[config.mk]
export PLATFORM = sky130hd
export DESIGN_NAME = lms_load_predictor_score
export DESIGN_NICKNAME = d
export VERILOG_FILES = /design/src/rtl/lps_pkg.sv /design/src/rtl/lps_mulq.sv /design/src/rtl/lps_div.sv /design/src/rtl/lps_datapath.sv /design/src/rtl/lps_ctrl.sv /design/src/rtl/lms_load_predictor_score.sv
export SDC_FILE = /design/constraint.sdc
export NUM_CORES = 2
export LEC_CHECK = 0
export ABC_CLOCK_PERIOD_IN_PS = 43200
export BUFFER_PORTS_ARGS = -buffer_cell sky130_fd_sc_hd__buf_2
export CORE_UTILIZATION = 45
export DETAILED_ROUTE_END_ITERATION = 8
export PLACE_DENSITY = 0.71
export SLEW_MARGIN = 10
export SYNTH_ARGS = -nofsm -noshare
export SYNTH_HDL_FRONTEND = slang
export SYNTH_SLANG_ARGS = --single-unit
[constraint.sdc]
create_clock -name clk -period 43.2 [get_ports clk]
set_input_delay 4.32 -clock clk [delete_from_list [all_inputs] [get_ports clk]]
set_output_delay 4.32 -clock clk [all_outputs]
set_load 0.01 [all_outputs]
[src/rtl/lps_pkg.sv]
// shared types, constants and saturating helpers for the load predictor score block
package lps_pkg;

	typedef logic signed [63:0] sword_t;
	typedef logic signed [47:0] wword_t;

	localparam int unsigned LR_W    = 17;
	localparam int unsigned BW_W    = 30;
	localparam int unsigned SAMP_W  = 17;
	localparam int unsigned LEN_W   = 16;
	localparam int unsigned SCORE_W = 63;

	localparam sword_t BW_FULL = 64'sd1000000000;
	localparam sword_t S64_MAX = {1'b0, {63{1'b1}}};
	localparam sword_t S64_MIN = {1'b1, {63{1'b0}}};
	localparam wword_t W_MAX   = {1'b0, {47{1'b1}}};
	localparam wword_t W_MIN   = {1'b1, {47{1'b0}}};

	typedef enum logic [4:0] {
		ST_IDLE,
		ST_DECODE,
		ST_RPT_EC,
		ST_RPT_ER,
		ST_RPT_EB,
		ST_RPT_G,
		ST_RPT_WC,
		ST_RPT_WR,
		ST_RPT_WB,
		ST_RPT_STORE,
		ST_Q_DIV,
		ST_Q_PC,
		ST_Q_PR,
		ST_Q_PB,
		ST_Q_CPU,
		ST_Q_SBW,
		ST_Q_SRAM,
		ST_Q_SCPU,
		ST_OUT
	} lps_state_t;

	typedef struct packed {
		lps_state_t op;
		logic       capture;
		logic       apply;
		logic       mul_start;
		logic       div_start;
	} lps_cmd_t;

	typedef struct packed {
		logic cmd;
		logic init_report;
		logic allocated;
		logic mul_done;
		logic div_done;
		logic out_free;
	} lps_status_t;

	function automatic sword_t sat_add(input sword_t a, input sword_t b);
		logic signed [64:0] s;
		s = {a[63], a} + {b[63], b};
		if (s[64] != s[63])
			return s[64] ? S64_MIN : S64_MAX;
		return s[63:0];
	endfunction

	function automatic sword_t sat_sub(input sword_t a, input sword_t b);
		logic signed [64:0] s;
		s = {a[63], a} - {b[63], b};
		if (s[64] != s[63])
			return s[64] ? S64_MIN : S64_MAX;
		return s[63:0];
	endfunction

	function automatic wword_t sat_w(input sword_t v);
		if (v[63:47] != {17{v[63]}})
			return v[63] ? W_MIN : W_MAX;
		return v[47:0];
	endfunction

endpackage

[src/rtl/lps_mulq.sv]
// bit-serial fixed point multiplier: floor(a*b / 2^frac), saturated to 64 bits
module lps_mulq import lps_pkg::*; #(
	parameter int FRAC_BITS = 16
) (
	input  logic   clk,
	input  logic   arst_n,
	input  logic   start,
	input  sword_t op_a,
	input  sword_t op_b,
	output logic   done,
	output sword_t result
);

	localparam int unsigned CNT_W = 6;

	logic [127:0]     prod_q;
	logic [63:0]      mag_a_q;
	logic             neg_q;
	logic             busy_q;
	logic             done_q;
	logic [CNT_W-1:0] cnt_q;

	logic [63:0] mag_a, mag_b;
	logic [64:0] upper;
	logic        ovf, rem_nz;
	logic [63:0] quo;
	logic [64:0] quo_rnd;

	assign mag_a = op_a[63] ? (64'd0 - op_a) : op_a;
	assign mag_b = op_b[63] ? (64'd0 - op_b) : op_b;
	assign upper = {1'b0, prod_q[127:64]} + (prod_q[0] ? {1'b0, mag_a_q} : 65'd0);

	always_ff @(posedge clk or negedge arst_n) begin
		if (!arst_n) begin
			busy_q <= 1'b0;
			done_q <= 1'b0;
			cnt_q  <= '0;
		end else begin
			done_q <= 1'b0;
			if (start) begin
				busy_q <= 1'b1;
				cnt_q  <= '0;
			end else if (busy_q) begin
				cnt_q <= cnt_q + 1'b1;
				if (cnt_q == {CNT_W{1'b1}}) begin
					busy_q <= 1'b0;
					done_q <= 1'b1;
				end
			end
		end
	end

	// shift-add, one multiplier bit per cycle
	always_ff @(posedge clk) begin
		if (start) begin
			prod_q  <= {64'd0, mag_b};
			mag_a_q <= mag_a;
			neg_q   <= op_a[63] ^ op_b[63];
		end else if (busy_q) begin
			prod_q <= {upper, prod_q[63:1]};
		end
	end

	assign ovf     = |prod_q[127:64+FRAC_BITS];
	assign quo     = prod_q[64+FRAC_BITS-1:FRAC_BITS];
	assign rem_nz  = |prod_q[FRAC_BITS-1:0];
	assign quo_rnd = {1'b0, quo} + {64'd0, rem_nz};

	always_comb begin
		if (!neg_q) begin
			result = (ovf || quo[63]) ? S64_MAX : quo;
		end else begin
			result = (ovf || quo_rnd[64] || quo_rnd[63]) ? S64_MIN : (64'd0 - quo_rnd[63:0]);
		end
	end

	assign done = done_q;

endmodule

[src/rtl/lps_div.sv]
// restoring divider for job load, one quotient bit per cycle
module lps_div import lps_pkg::*; (
	input  logic              clk,
	input  logic              arst_n,
	input  logic              start,
	input  logic [SAMP_W-1:0] dividend,
	input  logic [LEN_W-1:0]  divisor,
	output logic              done,
	output logic [SAMP_W-1:0] quotient
);

	localparam int unsigned CNT_W = $clog2(SAMP_W);

	logic [SAMP_W-1:0] rem_q, quo_q;
	logic [LEN_W-1:0]  dvs_q;
	logic [CNT_W-1:0]  cnt_q;
	logic              busy_q, done_q;
	logic [SAMP_W-1:0] trial;
	logic              fits;

	assign trial = {rem_q[SAMP_W-2:0], quo_q[SAMP_W-1]};
	assign fits  = trial >= {1'b0, dvs_q};

	always_ff @(posedge clk or negedge arst_n) begin
		if (!arst_n) begin
			busy_q <= 1'b0;
			done_q <= 1'b0;
			cnt_q  <= '0;
		end else begin
			done_q <= 1'b0;
			if (start) begin
				busy_q <= 1'b1;
				cnt_q  <= '0;
			end else if (busy_q) begin
				cnt_q <= cnt_q + 1'b1;
				if (cnt_q == CNT_W'(SAMP_W - 1)) begin
					busy_q <= 1'b0;
					done_q <= 1'b1;
				end
			end
		end
	end

	always_ff @(posedge clk) begin
		if (start) begin
			rem_q <= '0;
			quo_q <= dividend;
			// zero length counts as one
			dvs_q <= (divisor == '0) ? LEN_W'(1) : divisor;
		end else if (busy_q) begin
			rem_q <= fits ? (trial - {1'b0, dvs_q}) : trial;
			quo_q <= {quo_q[SAMP_W-2:0], fits};
		end
	end

	assign done     = done_q;
	assign quotient = quo_q;

endmodule

[src/rtl/lps_datapath.sv]
// datapath: weights, samples, operand selection, shared multiplier, divider
module lps_datapath import lps_pkg::*; #(
	parameter int FRAC_BITS = 16
) (
	input  logic               clk,
	input  logic               arst_n,
	input  lps_cmd_t           ctl,
	output lps_status_t        sts,
	input  logic               cfg_wr_en,
	input  logic [LR_W-1:0]    cfg_wr_data,
	input  logic               cmd,
	input  logic               init_report,
	input  logic [BW_W-1:0]    bw_sample,
	input  logic [SAMP_W-1:0]  ram_sample,
	input  logic [SAMP_W-1:0]  cpu_sample,
	input  logic               allocated,
	input  logic [SAMP_W-1:0]  job_size,
	input  logic [LEN_W-1:0]   job_length,
	output logic               out_valid,
	input  logic               out_stall,
	output logic [SCORE_W-1:0] score
);

	localparam logic [LR_W-1:0] LR_RESET = LR_W'(((1 << FRAC_BITS) + 5) / 10);
	localparam sword_t ONE = 64'sd1 <<< FRAC_BITS;

	logic [LR_W-1:0]    lr_q;
	wword_t             wc_q, wr_q, wb_q, wbias_q;
	logic [BW_W-1:0]    last_bw_q, bw_q;
	logic [SAMP_W-1:0]  last_ram_q, last_cpu_q, ram_q, cpu_q, size_q;
	logic [LEN_W-1:0]   len_q;
	logic               cmd_q, init_q, alloc_q;
	sword_t             acc_q, g_q, bw2_q, ram2_q, cpu2_q, best_q;
	logic [SAMP_W-1:0]  quo_q;
	logic               out_valid_q;
	logic [SCORE_W-1:0] score_q;

	sword_t            mul_a, mul_b, mul_r, z, x, y, wc_e, wr_e, wb_e, wbias_e, q_e;
	logic              mul_done, div_done;
	logic [SAMP_W-1:0] div_quo;

	assign x       = {47'd0, last_cpu_q};
	assign y       = {47'd0, last_ram_q};
	assign z       = ({34'd0, bw_q} - {34'd0, last_bw_q}) <<< FRAC_BITS;
	assign wc_e    = {{16{wc_q[47]}}, wc_q};
	assign wr_e    = {{16{wr_q[47]}}, wr_q};
	assign wb_e    = {{16{wb_q[47]}}, wb_q};
	assign wbias_e = {{16{wbias_q[47]}}, wbias_q};
	assign q_e     = {47'd0, quo_q};

	always_comb begin
		mul_a = wc_e;
		mul_b = x;
		case (ctl.op)
			ST_RPT_EC: begin mul_a = wc_e;              mul_b = x;     end
			ST_RPT_ER: begin mul_a = wr_e;              mul_b = y;     end
			ST_RPT_EB: begin mul_a = wb_e;              mul_b = z;     end
			ST_RPT_G:  begin mul_a = {47'd0, lr_q};     mul_b = acc_q; end
			ST_RPT_WC: begin mul_a = g_q;               mul_b = x;     end
			ST_RPT_WR: begin mul_a = g_q;               mul_b = y;     end
			ST_RPT_WB: begin mul_a = g_q;               mul_b = z;     end
			ST_Q_PC:   begin mul_a = wc_e;              mul_b = x;     end
			ST_Q_PR:   begin mul_a = wr_e;              mul_b = y;     end
			ST_Q_PB:   begin mul_a = wb_e;              mul_b = q_e;   end
			ST_Q_SBW:  begin mul_a = bw2_q;             mul_b = bw2_q; end
			ST_Q_SRAM: begin mul_a = ram2_q;            mul_b = ram2_q; end
			ST_Q_SCPU: begin mul_a = cpu2_q;            mul_b = cpu2_q; end
			default:   begin mul_a = wc_e;              mul_b = x;     end
		endcase
	end

	lps_mulq #(.FRAC_BITS(FRAC_BITS)) u_mulq (
		.clk    (clk),
		.arst_n (arst_n),
		.start  (ctl.mul_start),
		.op_a   (mul_a),
		.op_b   (mul_b),
		.done   (mul_done),
		.result (mul_r)
	);

	lps_div u_div (
		.clk      (clk),
		.arst_n   (arst_n),
		.start    (ctl.div_start),
		.dividend (size_q),
		.divisor  (len_q),
		.done     (div_done),
		.quotient (div_quo)
	);

	always_ff @(posedge clk or negedge arst_n) begin
		if (!arst_n) begin
			lr_q       <= LR_RESET;
			wc_q       <= ONE[47:0];
			wr_q       <= ONE[47:0];
			wb_q       <= ONE[47:0];
			wbias_q    <= ONE[47:0];
			last_bw_q  <= '0;
			last_ram_q <= '0;
			last_cpu_q <= '0;
			out_valid_q <= 1'b0;
		end else begin
			if (cfg_wr_en)
				lr_q <= cfg_wr_data;
			// a new score may load in the cycle the old one leaves
			if (ctl.apply && (ctl.op == ST_OUT))
				out_valid_q <= 1'b1;
			else if (out_valid_q && !out_stall)
				out_valid_q <= 1'b0;
			if (ctl.apply) begin
				case (ctl.op)
					ST_RPT_G:  wbias_q <= sat_w(sat_add(wbias_e, mul_r));
					ST_RPT_WC: wc_q    <= sat_w(sat_add(wc_e, mul_r));
					ST_RPT_WR: wr_q    <= sat_w(sat_add(wr_e, mul_r));
					ST_RPT_WB: wb_q    <= sat_w(sat_add(wb_e, mul_r));
					ST_RPT_STORE: begin
						last_bw_q  <= bw_q;
						last_ram_q <= ram_q;
						last_cpu_q <= cpu_q;
					end
					default: ;
				endcase
			end
		end
	end

	always_ff @(posedge clk) begin
		if (ctl.capture) begin
			cmd_q   <= cmd;
			init_q  <= init_report;
			bw_q    <= bw_sample;
			ram_q   <= ram_sample;
			cpu_q   <= cpu_sample;
			alloc_q <= allocated;
			size_q  <= job_size;
			len_q   <= job_length;
		end
		if (ctl.apply) begin
			case (ctl.op)
				ST_DECODE: begin
					acc_q  <= {47'd0, cpu_q};
					bw2_q  <= (BW_FULL - {34'd0, last_bw_q}) <<< FRAC_BITS;
					ram2_q <= ONE - y;
					cpu2_q <= ONE - x;
				end
				ST_RPT_EC, ST_RPT_ER: acc_q <= sat_sub(acc_q, mul_r);
				ST_RPT_EB: acc_q <= sat_sub(sat_sub(acc_q, mul_r), wbias_e);
				ST_RPT_G:  g_q   <= mul_r;
				ST_Q_DIV: begin
					quo_q  <= div_quo;
					bw2_q  <= bw2_q - {47'd0, div_quo};
					ram2_q <= ram2_q - {47'd0, size_q};
				end
				ST_Q_PC:  acc_q  <= mul_r;
				ST_Q_PR:  acc_q  <= sat_add(acc_q, mul_r);
				ST_Q_PB:  acc_q  <= sat_add(sat_add(acc_q, mul_r), wbias_e);
				ST_Q_CPU: cpu2_q <= sat_sub(cpu2_q, acc_q);
				ST_Q_SBW: best_q <= mul_r;
				ST_Q_SRAM, ST_Q_SCPU: begin
					if (mul_r > best_q)
						best_q <= mul_r;
				end
				ST_OUT: score_q <= best_q[63] ? '0 : best_q[SCORE_W-1:0];
				default: ;
			endcase
		end
	end

	assign sts.cmd         = cmd_q;
	assign sts.init_report = init_q;
	assign sts.allocated   = alloc_q;
	assign sts.mul_done    = mul_done;
	assign sts.div_done    = div_done;
	assign sts.out_free    = !out_valid_q || !out_stall;

	assign out_valid = out_valid_q;
	assign score     = score_q;

endmodule

[src/rtl/lps_ctrl.sv]
// controller: sequences the report and query steps over the shared units
module lps_ctrl import lps_pkg::*; (
	input  logic        clk,
	input  logic        arst_n,
	input  logic        in_valid,
	output logic        in_stall,
	input  lps_status_t sts,
	output lps_cmd_t    ctl
);

	lps_state_t state_q, state_d;
	logic       issued_q, issued_d;
	logic       is_mul, unit_done, step_done;

	always_comb begin
		case (state_q)
			ST_RPT_EC, ST_RPT_ER, ST_RPT_EB, ST_RPT_G, ST_RPT_WC, ST_RPT_WR, ST_RPT_WB,
			ST_Q_PC, ST_Q_PR, ST_Q_PB, ST_Q_SBW, ST_Q_SRAM, ST_Q_SCPU: is_mul = 1'b1;
			default: is_mul = 1'b0;
		endcase
	end

	assign unit_done = is_mul ? sts.mul_done : sts.div_done;

	always_comb begin
		case (state_q)
			ST_IDLE:                 step_done = 1'b0;
			ST_DECODE, ST_RPT_STORE, ST_Q_CPU: step_done = 1'b1;
			ST_OUT:                  step_done = sts.out_free;
			default:                 step_done = issued_q && unit_done;
		endcase
	end

	// next state
	always_comb begin
		state_d  = state_q;
		issued_d = issued_q;
		case (state_q)
			ST_IDLE: begin
				if (in_valid)
					state_d = ST_DECODE;
			end
			ST_DECODE: begin
				if (sts.cmd)
					state_d = sts.allocated ? ST_Q_DIV : ST_Q_SBW;
				else
					state_d = sts.init_report ? ST_RPT_STORE : ST_RPT_EC;
			end
			ST_RPT_STORE, ST_OUT: begin
				if (step_done)
					state_d = ST_IDLE;
			end
			ST_Q_CPU: state_d = ST_Q_SBW;
			default: begin
				if (!issued_q) begin
					issued_d = 1'b1;
				end else if (unit_done) begin
					issued_d = 1'b0;
					case (state_q)
						ST_RPT_EC: state_d = ST_RPT_ER;
						ST_RPT_ER: state_d = ST_RPT_EB;
						ST_RPT_EB: state_d = ST_RPT_G;
						ST_RPT_G:  state_d = ST_RPT_WC;
						ST_RPT_WC: state_d = ST_RPT_WR;
						ST_RPT_WR: state_d = ST_RPT_WB;
						ST_RPT_WB: state_d = ST_RPT_STORE;
						ST_Q_DIV:  state_d = ST_Q_PC;
						ST_Q_PC:   state_d = ST_Q_PR;
						ST_Q_PR:   state_d = ST_Q_PB;
						ST_Q_PB:   state_d = ST_Q_CPU;
						ST_Q_SBW:  state_d = ST_Q_SRAM;
						ST_Q_SRAM: state_d = ST_Q_SCPU;
						ST_Q_SCPU: state_d = ST_OUT;
						default:   state_d = ST_IDLE;
					endcase
				end
			end
		endcase
	end

	// outputs
	always_comb begin
		ctl.op        = state_q;
		ctl.capture   = (state_q == ST_IDLE) && in_valid;
		ctl.apply     = step_done;
		ctl.mul_start = is_mul && !issued_q;
		ctl.div_start = (state_q == ST_Q_DIV) && !issued_q;
		in_stall      = (state_q != ST_IDLE);
	end

	always_ff @(posedge clk or negedge arst_n) begin
		if (!arst_n) begin
			state_q  <= ST_IDLE;
			issued_q <= 1'b0;
		end else begin
			state_q  <= state_d;
			issued_q <= issued_d;
		end
	end

endmodule

[src/rtl/lms_load_predictor_score.sv]
// load report: 7 serial multiplies plus decode and store; an initial report only decodes and stores
// score query: up to 6 multiplies, plus a divide when the job is allocated
// a single shift-add multiplier is shared by all products
// one transaction at a time; the next is taken while a score still waits at the output
// reset: weights to 1.0, stored samples to zero, learning rate to 0.1, output empty
module lms_load_predictor_score import lps_pkg::*; #(
	parameter int FRAC_BITS = 16
) (
	input  logic               clk,
	input  logic               arst_n,
	input  logic               cfg_wr_en,
	input  logic [LR_W-1:0]    cfg_wr_data,
	input  logic               in_valid,
	output logic               in_stall,
	input  logic               cmd,
	input  logic               init_report,
	input  logic [BW_W-1:0]    bw_sample,
	input  logic [SAMP_W-1:0]  ram_sample,
	input  logic [SAMP_W-1:0]  cpu_sample,
	input  logic               allocated,
	input  logic [SAMP_W-1:0]  job_size,
	input  logic [LEN_W-1:0]   job_length,
	output logic               out_valid,
	input  logic               out_stall,
	output logic [SCORE_W-1:0] score
);

	lps_cmd_t    ctl;
	lps_status_t sts;

	lps_ctrl u_ctrl (
		.clk      (clk),
		.arst_n   (arst_n),
		.in_valid (in_valid),
		.in_stall (in_stall),
		.sts      (sts),
		.ctl      (ctl)
	);

	lps_datapath #(.FRAC_BITS(FRAC_BITS)) u_dp (
		.clk         (clk),
		.arst_n      (arst_n),
		.ctl         (ctl),
		.sts         (sts),
		.cfg_wr_en   (cfg_wr_en),
		.cfg_wr_data (cfg_wr_data),
		.cmd         (cmd),
		.init_report (init_report),
		.bw_sample   (bw_sample),
		.ram_sample  (ram_sample),
		.cpu_sample  (cpu_sample),
		.allocated   (allocated),
		.job_size    (job_size),
		.job_length  (job_length),
		.out_valid   (out_valid),
		.out_stall   (out_stall),
		.score       (score)
	);

endmodule

Yosys cells after proc, flatten, opt, wreduce, memory -nomap -nowiden
Memory sizes are Yosys's and may differ from the RTL's.
Cells that the tools add are included.
{"block": "word_totals", "reg_bits": 1101, "elab_cells": 299, "out_inout_bits": 65, "romBits": 192, "memories": 2, "input_bits": 122}
{"memory": "(name not given)", "depth": 32, "word_bits": 5, "rd": 1, "rd_clocked_by_memory_dff": 0, "wr": 0, "line": "lps_ctrl.sv:59", "source": "case (state_q)"}
{"memory": "(name not given)", "depth": 32, "word_bits": 1, "rd": 1, "rd_clocked_by_memory_dff": 0, "wr": 0, "line": "lps_ctrl.sv:16", "source": "case (state_q)"}
{"block": "classes", "n_eq_ne": 36, "muxes": 145, "n_reduce_logical": 49, "add_sub_neg": 23, "bitwise": 1, "order_cmp": 2}
{"op": "two-way mux 64 bit", "count": 49}
{"op": "one-hot mux 64 bit (7 select lines)", "count": 2}
{"op": "two-way mux 48 bit", "count": 12}
{"op": "one-hot mux 64 bit (2 select lines)", "count": 4}
{"op": "one-hot mux 64 bit (6 select lines)", "count": 1}
{"op": "adder 48 x 64 -> 65 bit", "count": 4}
{"op": "subtractor 1 x 64 -> 64 bit (first input constant)", "count": 3}
{"op": "adder 64 x 64 -> 65 bit", "count": 2}
{"op": "subtractor 64 x 64 -> 65 bit", "count": 2}
{"op": "subtractor 64 x 17 -> 64 bit", "count": 2}
{"op": "adder 64 x 1 -> 65 bit", "count": 1}
{"op": "adder 64 x 48 -> 65 bit", "count": 1}
{"op": "subtractor 64 x 48 -> 65 bit", "count": 1}
{"op": "> comparator 64 bit", "count": 1}
{"op": "inequality test 16 bit", "count": 4}
{"op": "two-way mux 63 bit", "count": 1}
{"op": "two-way mux 1 bit", "count": 60}
{"op": "OR reduction 48 bit", "count": 1}
{"op": "equality test 5 x 4 -> 1 bit (second input constant)", "count": 8}
{"op": "subtractor 17 x 17 -> 18 bit (first input constant)", "count": 2}
{"op": "two-way mux 5 bit", "count": 7}
{"op": "two-way mux 17 bit", "count": 2}
{"op": "subtractor 30 x 30 -> 31 bit", "count": 1}
{"op": "subtractor 30 x 30 -> 31 bit (first input constant)", "count": 1}
{"op": "other kinds (34)", "count": 84}

Logic depth before layout (Yosys ltp)
{"block": "logic_depth", "ltp_word": 21, "depth_mapped": 53, "ltp_nobuf": 46}

Modules after synthesis
From an unflattened synthesis, not the netlist that was laid out.
{"block": "unflattened", "cells_unflattened": 12236, "area_unflattened_um2": 101411.0}
{"module": "lps_datapath", "n_inst": 1, "seq_area_each_um2": 23806.6, "area_each_um2": 79018.3, "cells_per_inst": 9599}
{"module": "lps_mulq", "n_inst": 1, "seq_area_each_um2": 5355.1, "area_each_um2": 18395.1, "cells_per_inst": 2242}
{"module": "lps_div", "n_inst": 1, "seq_area_each_um2": 1486.4, "area_each_um2": 3119.2, "cells_per_inst": 292}
{"module": "lps_ctrl", "n_inst": 1, "seq_area_each_um2": 150.1, "area_each_um2": 878.3, "cells_per_inst": 103}

Worst setup path before layout
No wires, ideal clock.
{"block": "synth_timing", "kind": "input port to flip-flop", "start": "input port out_stall", "end": "register u_dp.bw2_q[0] (enable)", "setup_slack_ns": 24.838, "setup_time_ns": 0.810, "required_ns": 42.390, "stages": 4, "t_arrival_ns": 17.552, "path_buffers": 1, "path_cell_list": "a21oi_1 o41a_1 clkbuf_1 a21boi_0"}
{"block": "synth_via", "elab_chain_len": 4}
{"item": "from (decl)", "line": "lms_load_predictor_score.sv:24", "source": "input logic out_stall,"}
{"item": "logical NOT 1 bit", "line": "lps_datapath.sv:175", "source": "assign sts.out_free = !out_valid_q || !out_stall;"}
{"item": "logical OR 1 bit", "line": "lps_datapath.sv:175"}
{"item": "one-hot mux 1 bit (3 select lines)", "line": "lps_ctrl.sv:26", "source": "case (state_q)"}
{"item": "AND reduction 2 bit (no source line)"}
{"item": "to (signal assigned)", "line": "lps_datapath.sv:143", "source": "bw2_q <= (BW_FULL - {34'd0, last_bw_q}) <<< FRAC_BITS;"}
{"item": "to (signal assigned)", "line": "lps_datapath.sv:152", "source": "bw2_q <= bw2_q - {47'd0, div_quo};"}
{"item": "to (decl)", "line": "lps_datapath.sv:33", "source": "sword_t acc_q, g_q, bw2_q, ram2_q, cpu2_q, best_q;"}
No other way between the ends.
A chain may end at the register's enable or synchronous reset.

Worst setup path in the final report
{"block": "layout_timing", "start": "register u_dp.u_mulq.prod_q[0]", "end": "register u_dp.acc_q[15], data pin"}
{"block": "layout_via", "elab_chain_len": 21, "elab_cells_between_ends": 50, "cone_classes": "add/sub (6); eq/ne (4); mux (37); reduce/logical (3)"}
{"item": "from (decl)", "line": "lps_mulq.sv:16", "source": "logic [127:0] prod_q;"}
{"item": "from (signal assigned)", "line": "lps_mulq.sv:56", "source": "prod_q <= {64'd0, mag_b};"}
{"item": "from (signal assigned)", "line": "lps_mulq.sv:60", "source": "prod_q <= {upper, prod_q[63:1]};"}
{"item": "OR reduction 16 bit (*)", "line": "lps_mulq.sv:66", "source": "assign rem_nz = |prod_q[FRAC_BITS-1:0];"}
{"item": "adder 64 x 1 -> 65 bit (*)", "line": "lps_mulq.sv:67", "source": "assign quo_rnd = {1'b0, quo} + {64'd0, rem_nz};"}
{"item": "parallel branches: the longest is 2 deep, another holds subtractor 1 x 64 -> 64 bit"}
{"item": "two-way mux 64 bit (*)", "line": "lps_mulq.sv:73", "source": "result = (ovf || quo_rnd[64] || quo_rnd[63]) ? S64_MIN : (64'd0 - quo_rnd[63:0]);"}
{"item": "two-way mux 64 bit (*)", "line": "lps_mulq.sv:70", "source": "if (!neg_q) begin"}
{"item": "net u_dp.mul_r[2]", "line": "lps_datapath.sv:38", "source": "sword_t mul_a, mul_b, mul_r, z, x, y, wc_e, wr_e, wb_e, wbias_e, q_e;"}
{"item": "adder 64 x 64 -> 65 bit / subtractor 64 x 64 -> 65 bit (equally long branches)", "line": "lps_pkg.sv:60, lps_pkg.sv:68"}
{"item": "inequality test 1 bit, on equally long branches", "line": "lps_pkg.sv:61, lps_pkg.sv:69"}
{"item": "(+5 left out)"}
{"item": "two-way mux 64 bit", "line": "lps_datapath.sv:139", "source": "if (ctl.apply) begin"}
{"item": "adder 64 x 48 -> 65 bit / subtractor 64 x 48 -> 65 bit (equally long branches)", "line": "lps_pkg.sv:60, lps_pkg.sv:68"}
{"item": "inequality test 1 bit, on equally long branches", "line": "lps_pkg.sv:61, lps_pkg.sv:69"}
{"item": "two-way mux 1 bit, on equally long branches", "line": "lps_pkg.sv:61, lps_pkg.sv:69"}
{"item": "two-way mux 1 bit", "line": "lps_datapath.sv:140", "source": "case (ctl.op)"}
{"item": "two-way mux 1 bit", "line": "lps_datapath.sv:139"}
{"item": "two-way mux 64 bit, on equally long branches", "line": "lps_pkg.sv:63, lps_pkg.sv:71"}
{"item": "one-hot mux 64 bit (6 select lines) (*)", "line": "lps_datapath.sv:140"}
{"item": "to (signal assigned)", "line": "lps_datapath.sv:142", "source": "acc_q <= {47'd0, cpu_q};"}
{"item": "to (signal assigned)", "line": "lps_datapath.sv:147", "source": "ST_RPT_EC, ST_RPT_ER: acc_q <= sat_sub(acc_q, mul_r);"}
{"item": "to (signal assigned)", "line": "lps_datapath.sv:148", "source": "ST_RPT_EB: acc_q <= sat_sub(sat_sub(acc_q, mul_r), wbias_e);"}
{"item": "to (decl)", "line": "lps_datapath.sv:33"}
Mark *: on every way through the listed nets, which the timed path passes. The select of a mux whose other input is x is not followed.

==> out/qor.txt <==
Remaining global-route overflow: 0
Vias in the first global route: 91954
Layout cells sized above 1: 0.0735
Area grow syn2layout: 8.72%
RSZ-0062 raised after global routing: no
Final wirelength: 426000 um
Final setup violation count: 0
Max cap viols: 0
Die X: 479 um
Rel. slew slack: 0.0258
Die Area: 0.230 sq mm
Nets: 13369
Clock buffer depth: 3
Startpoint class of the critical path: flip-flop
CTS tree: done
Chip height: 479 um
Placed cells: 15275
Final TNS setup: 0 ns
Yosys warning total: 0
Routed WL per cell: 27.4 um
Async set-reset flop share out of synthesis: 0.268
Layout Cells excl Fill: 15544
Post-CTS setup buffers: 0
Vias post-DR: 101692
RR Startpoint: u_dp.u_mulq.prod_q[0]
Cts hold-fix bufs: 0
Crit Path Class: reg2reg
Drt initial violations: 14600
Distinct cells, synth: 117
Post-DR vias/cell: 6.54
FF-to-FF path depth: 44
Post-synth top flop: edfxtp_1
Initial Utilization: 0.454
Status: finished clean
Area of the mapped netlist: 0.103 sq mm
PostCTS Resize Cnt: 0
Worst-Skew Late Latency: 0.83 ns
Final Max Slew Viols: 0
FF+latch count, synth: 1101
Initial antenna violation count: 29
Reg-to-reg slack, setup: 27.24 ns
Max incr delay on CP: 1.01 ns
Critical path fanouts, max: 65
Rows: 174
Global placer's final weighted congestion: 1.07
Post-synthesis sequential area ratio: 0.300
IO Count: 187
Final period utilization: 0.369
Hold_sp: u_dp.u_div.quotient[4]
Hpwl dp: 327000 um
Fmax: 62.7 MHz
Clk_skew: 0.0433 ns
Largest net degree at the start of global routing: 126
Drt first pass iters: 9
Buffers on Ports: 186
Post-Syn Nets: 13514
WHS Endpoint: u_dp.quo_q[4]
Global-route usage over all layers: 0.358
Final hold vios: 0
Number of synthesized flops with an enable pin: 726
Hold slack: 0.452 ns
Worst hold stages: 0
Worst path slowest cell: a21boi_0
Slew @ Worst Pin: 1.46 ns
Clk sinks: 1101
H-tree levels: 4
R2R Path End: u_dp.acc_q[15]
Final min period: 15.96 ns
Data required time of the worst path: 43.74 ns
Fill count: 21852
Min-delay worst type: reg2reg
Most frequent CP cell: buf_4
Num CTS Buffers: 138
Crit end category: flip-flop
Residual DRC count: 0
Root Buffer: clkbuf_16
Mean Syn Cell Area: 8.16 sq um
Clock transition at the registers of the reported paths: 0.06 ns
Worst EP arrival: 16.50 ns
CORE AREA: 0.226 sq mm
Remaining antenna violation count: 0
Post-Syn Instances: 12568
Global-route wire length before repair: 619000 um
synth_stat cells, drive strengths merged (146+ instances only):
master / instances / area, sq um
inv: 588 / 2210
nor2: 1032 / 3870
nor3: 309 / 1560
clkbuf: 629 / 2360
a21o: 368 / 2760
o21bai: 150 / 1130
xor2: 372 / 3260
nand3: 306 / 1530
nand2: 1079 / 4050
nor4: 146 / 928
o22ai: 185 / 1160
a21oi: 1157 / 5790
ha: 810 / 10100
xnor2: 593 / 5190
edfxtp: 726 / 21800
nand4: 279 / 1750
dfrtp: 284 / 7110
o21ai: 1093 / 5470
cells by family (layout without fill, tap and decap cells):
logic type      count (synthesis)  in the layout  synth area share
simple gates                 3957           3957             0.187
xor+xnor                      965            965            0.0824
fa+ha+maj                     841            841             0.103
buf+inv                      1320           1292            0.0492
other cells                     0             12                 0
compound gates               4229           4229             0.262
mux                           155            155            0.0157
flops                        1101           1101             0.300
how the worst max path moves through the flow:
stage	slack [ns]	from	endpoint
floorplan	24.84	out_stall	u_dp.bw2_q[0]
global placement	28.30	u_dp.u_mulq.prod_q[0]	u_dp.acc_q[6]
detailed placement	27.94	u_dp.u_mulq.prod_q[0]	u_dp.acc_q[15]
CTS	27.90	u_dp.u_mulq.prod_q[0]	u_dp.acc_q[15]
global route	26.85	u_dp.u_mulq.prod_q[0]	u_dp.acc_q[6]
finish	27.24	u_dp.u_mulq.prod_q[0]	u_dp.acc_q[15]
through the flow:
step | utilization | instance area (sq um) | worst slack [ns]
2_1_floorplan | - | 103000 | 24.84
3_3_place_gp | 0.473 | 107000 | 28.30
3_5_place_dp | 0.473 | 107000 | 27.94
4_1_cts | 0.494 | 111000 | 27.90
5_1_grt | 0.494 | 111000 | 26.85
6_report | 0.494 | 112000 | 27.24
worst max-delay path: cells and delay by family (launching register included):
family | cells | cell delay [ns]
simple gates | 14 | 4.50
compound gates | 19 | 6.59
flops | 1 | 0.32
fa+ha+maj | 3 | 1.42
buf+inv | 8 | 2.76
final cells by class:
| class | instances | area (sq um) | area share |
|---|---|---|---|
| well taps | 2992 | 3740 | 0.0336 |
| clock inverters | 86 | 947 | 0.00849 |
| repair buffers | 438 | 2850 | 0.0255 |
| diodes | 12 | 30.0 | 0.000269 |
| flip-flops and latches | 1101 | 30800 | 0.276 |
| multi-input cells | 10147 | 67200 | 0.602 |
| clock buffers | 171 | 3730 | 0.0335 |
| inverters | 597 | 2240 | 0.0201 |
routing by layer:
metal,global-route usage,part of all wire
met3,0.112,0.13
met2,0.480,0.38
met5,0.00269,0.00035
met4,0.192,0.064
met1,0.505,0.42
placed cells by master, fill, tap and decap left out, types with 367 or more instances in the layout:
| cell | count |
|---|---|
| a21oi_1 | 1144 |
| o21ai_0 | 1084 |
| nand2_1 | 1075 |
| nor2_1 | 1025 |
| ha_1 | 809 |
| edfxtp_1 | 726 |
| xnor2_1 | 590 |
| inv_1 | 584 |
| xor2_1 | 371 |
| a21o_1 | 367 |
registers in the layout (all words and copies together) (netlist names), 63 cells and up:
register             cells
u_dp.u_mulq.prod_q     128
u_dp.acc_q              64
u_dp.best_q             64
u_dp.bw2_q              64
u_dp.cpu2_q             64
u_dp.g_q                64
u_dp.ram2_q             64
u_dp.u_mulq.mag_a_q     64
u_dp.score              63
Power is left out: the tool's default activity adds up to more than one toggle a clock period on the data nets, which glitch-free logic cannot reach.
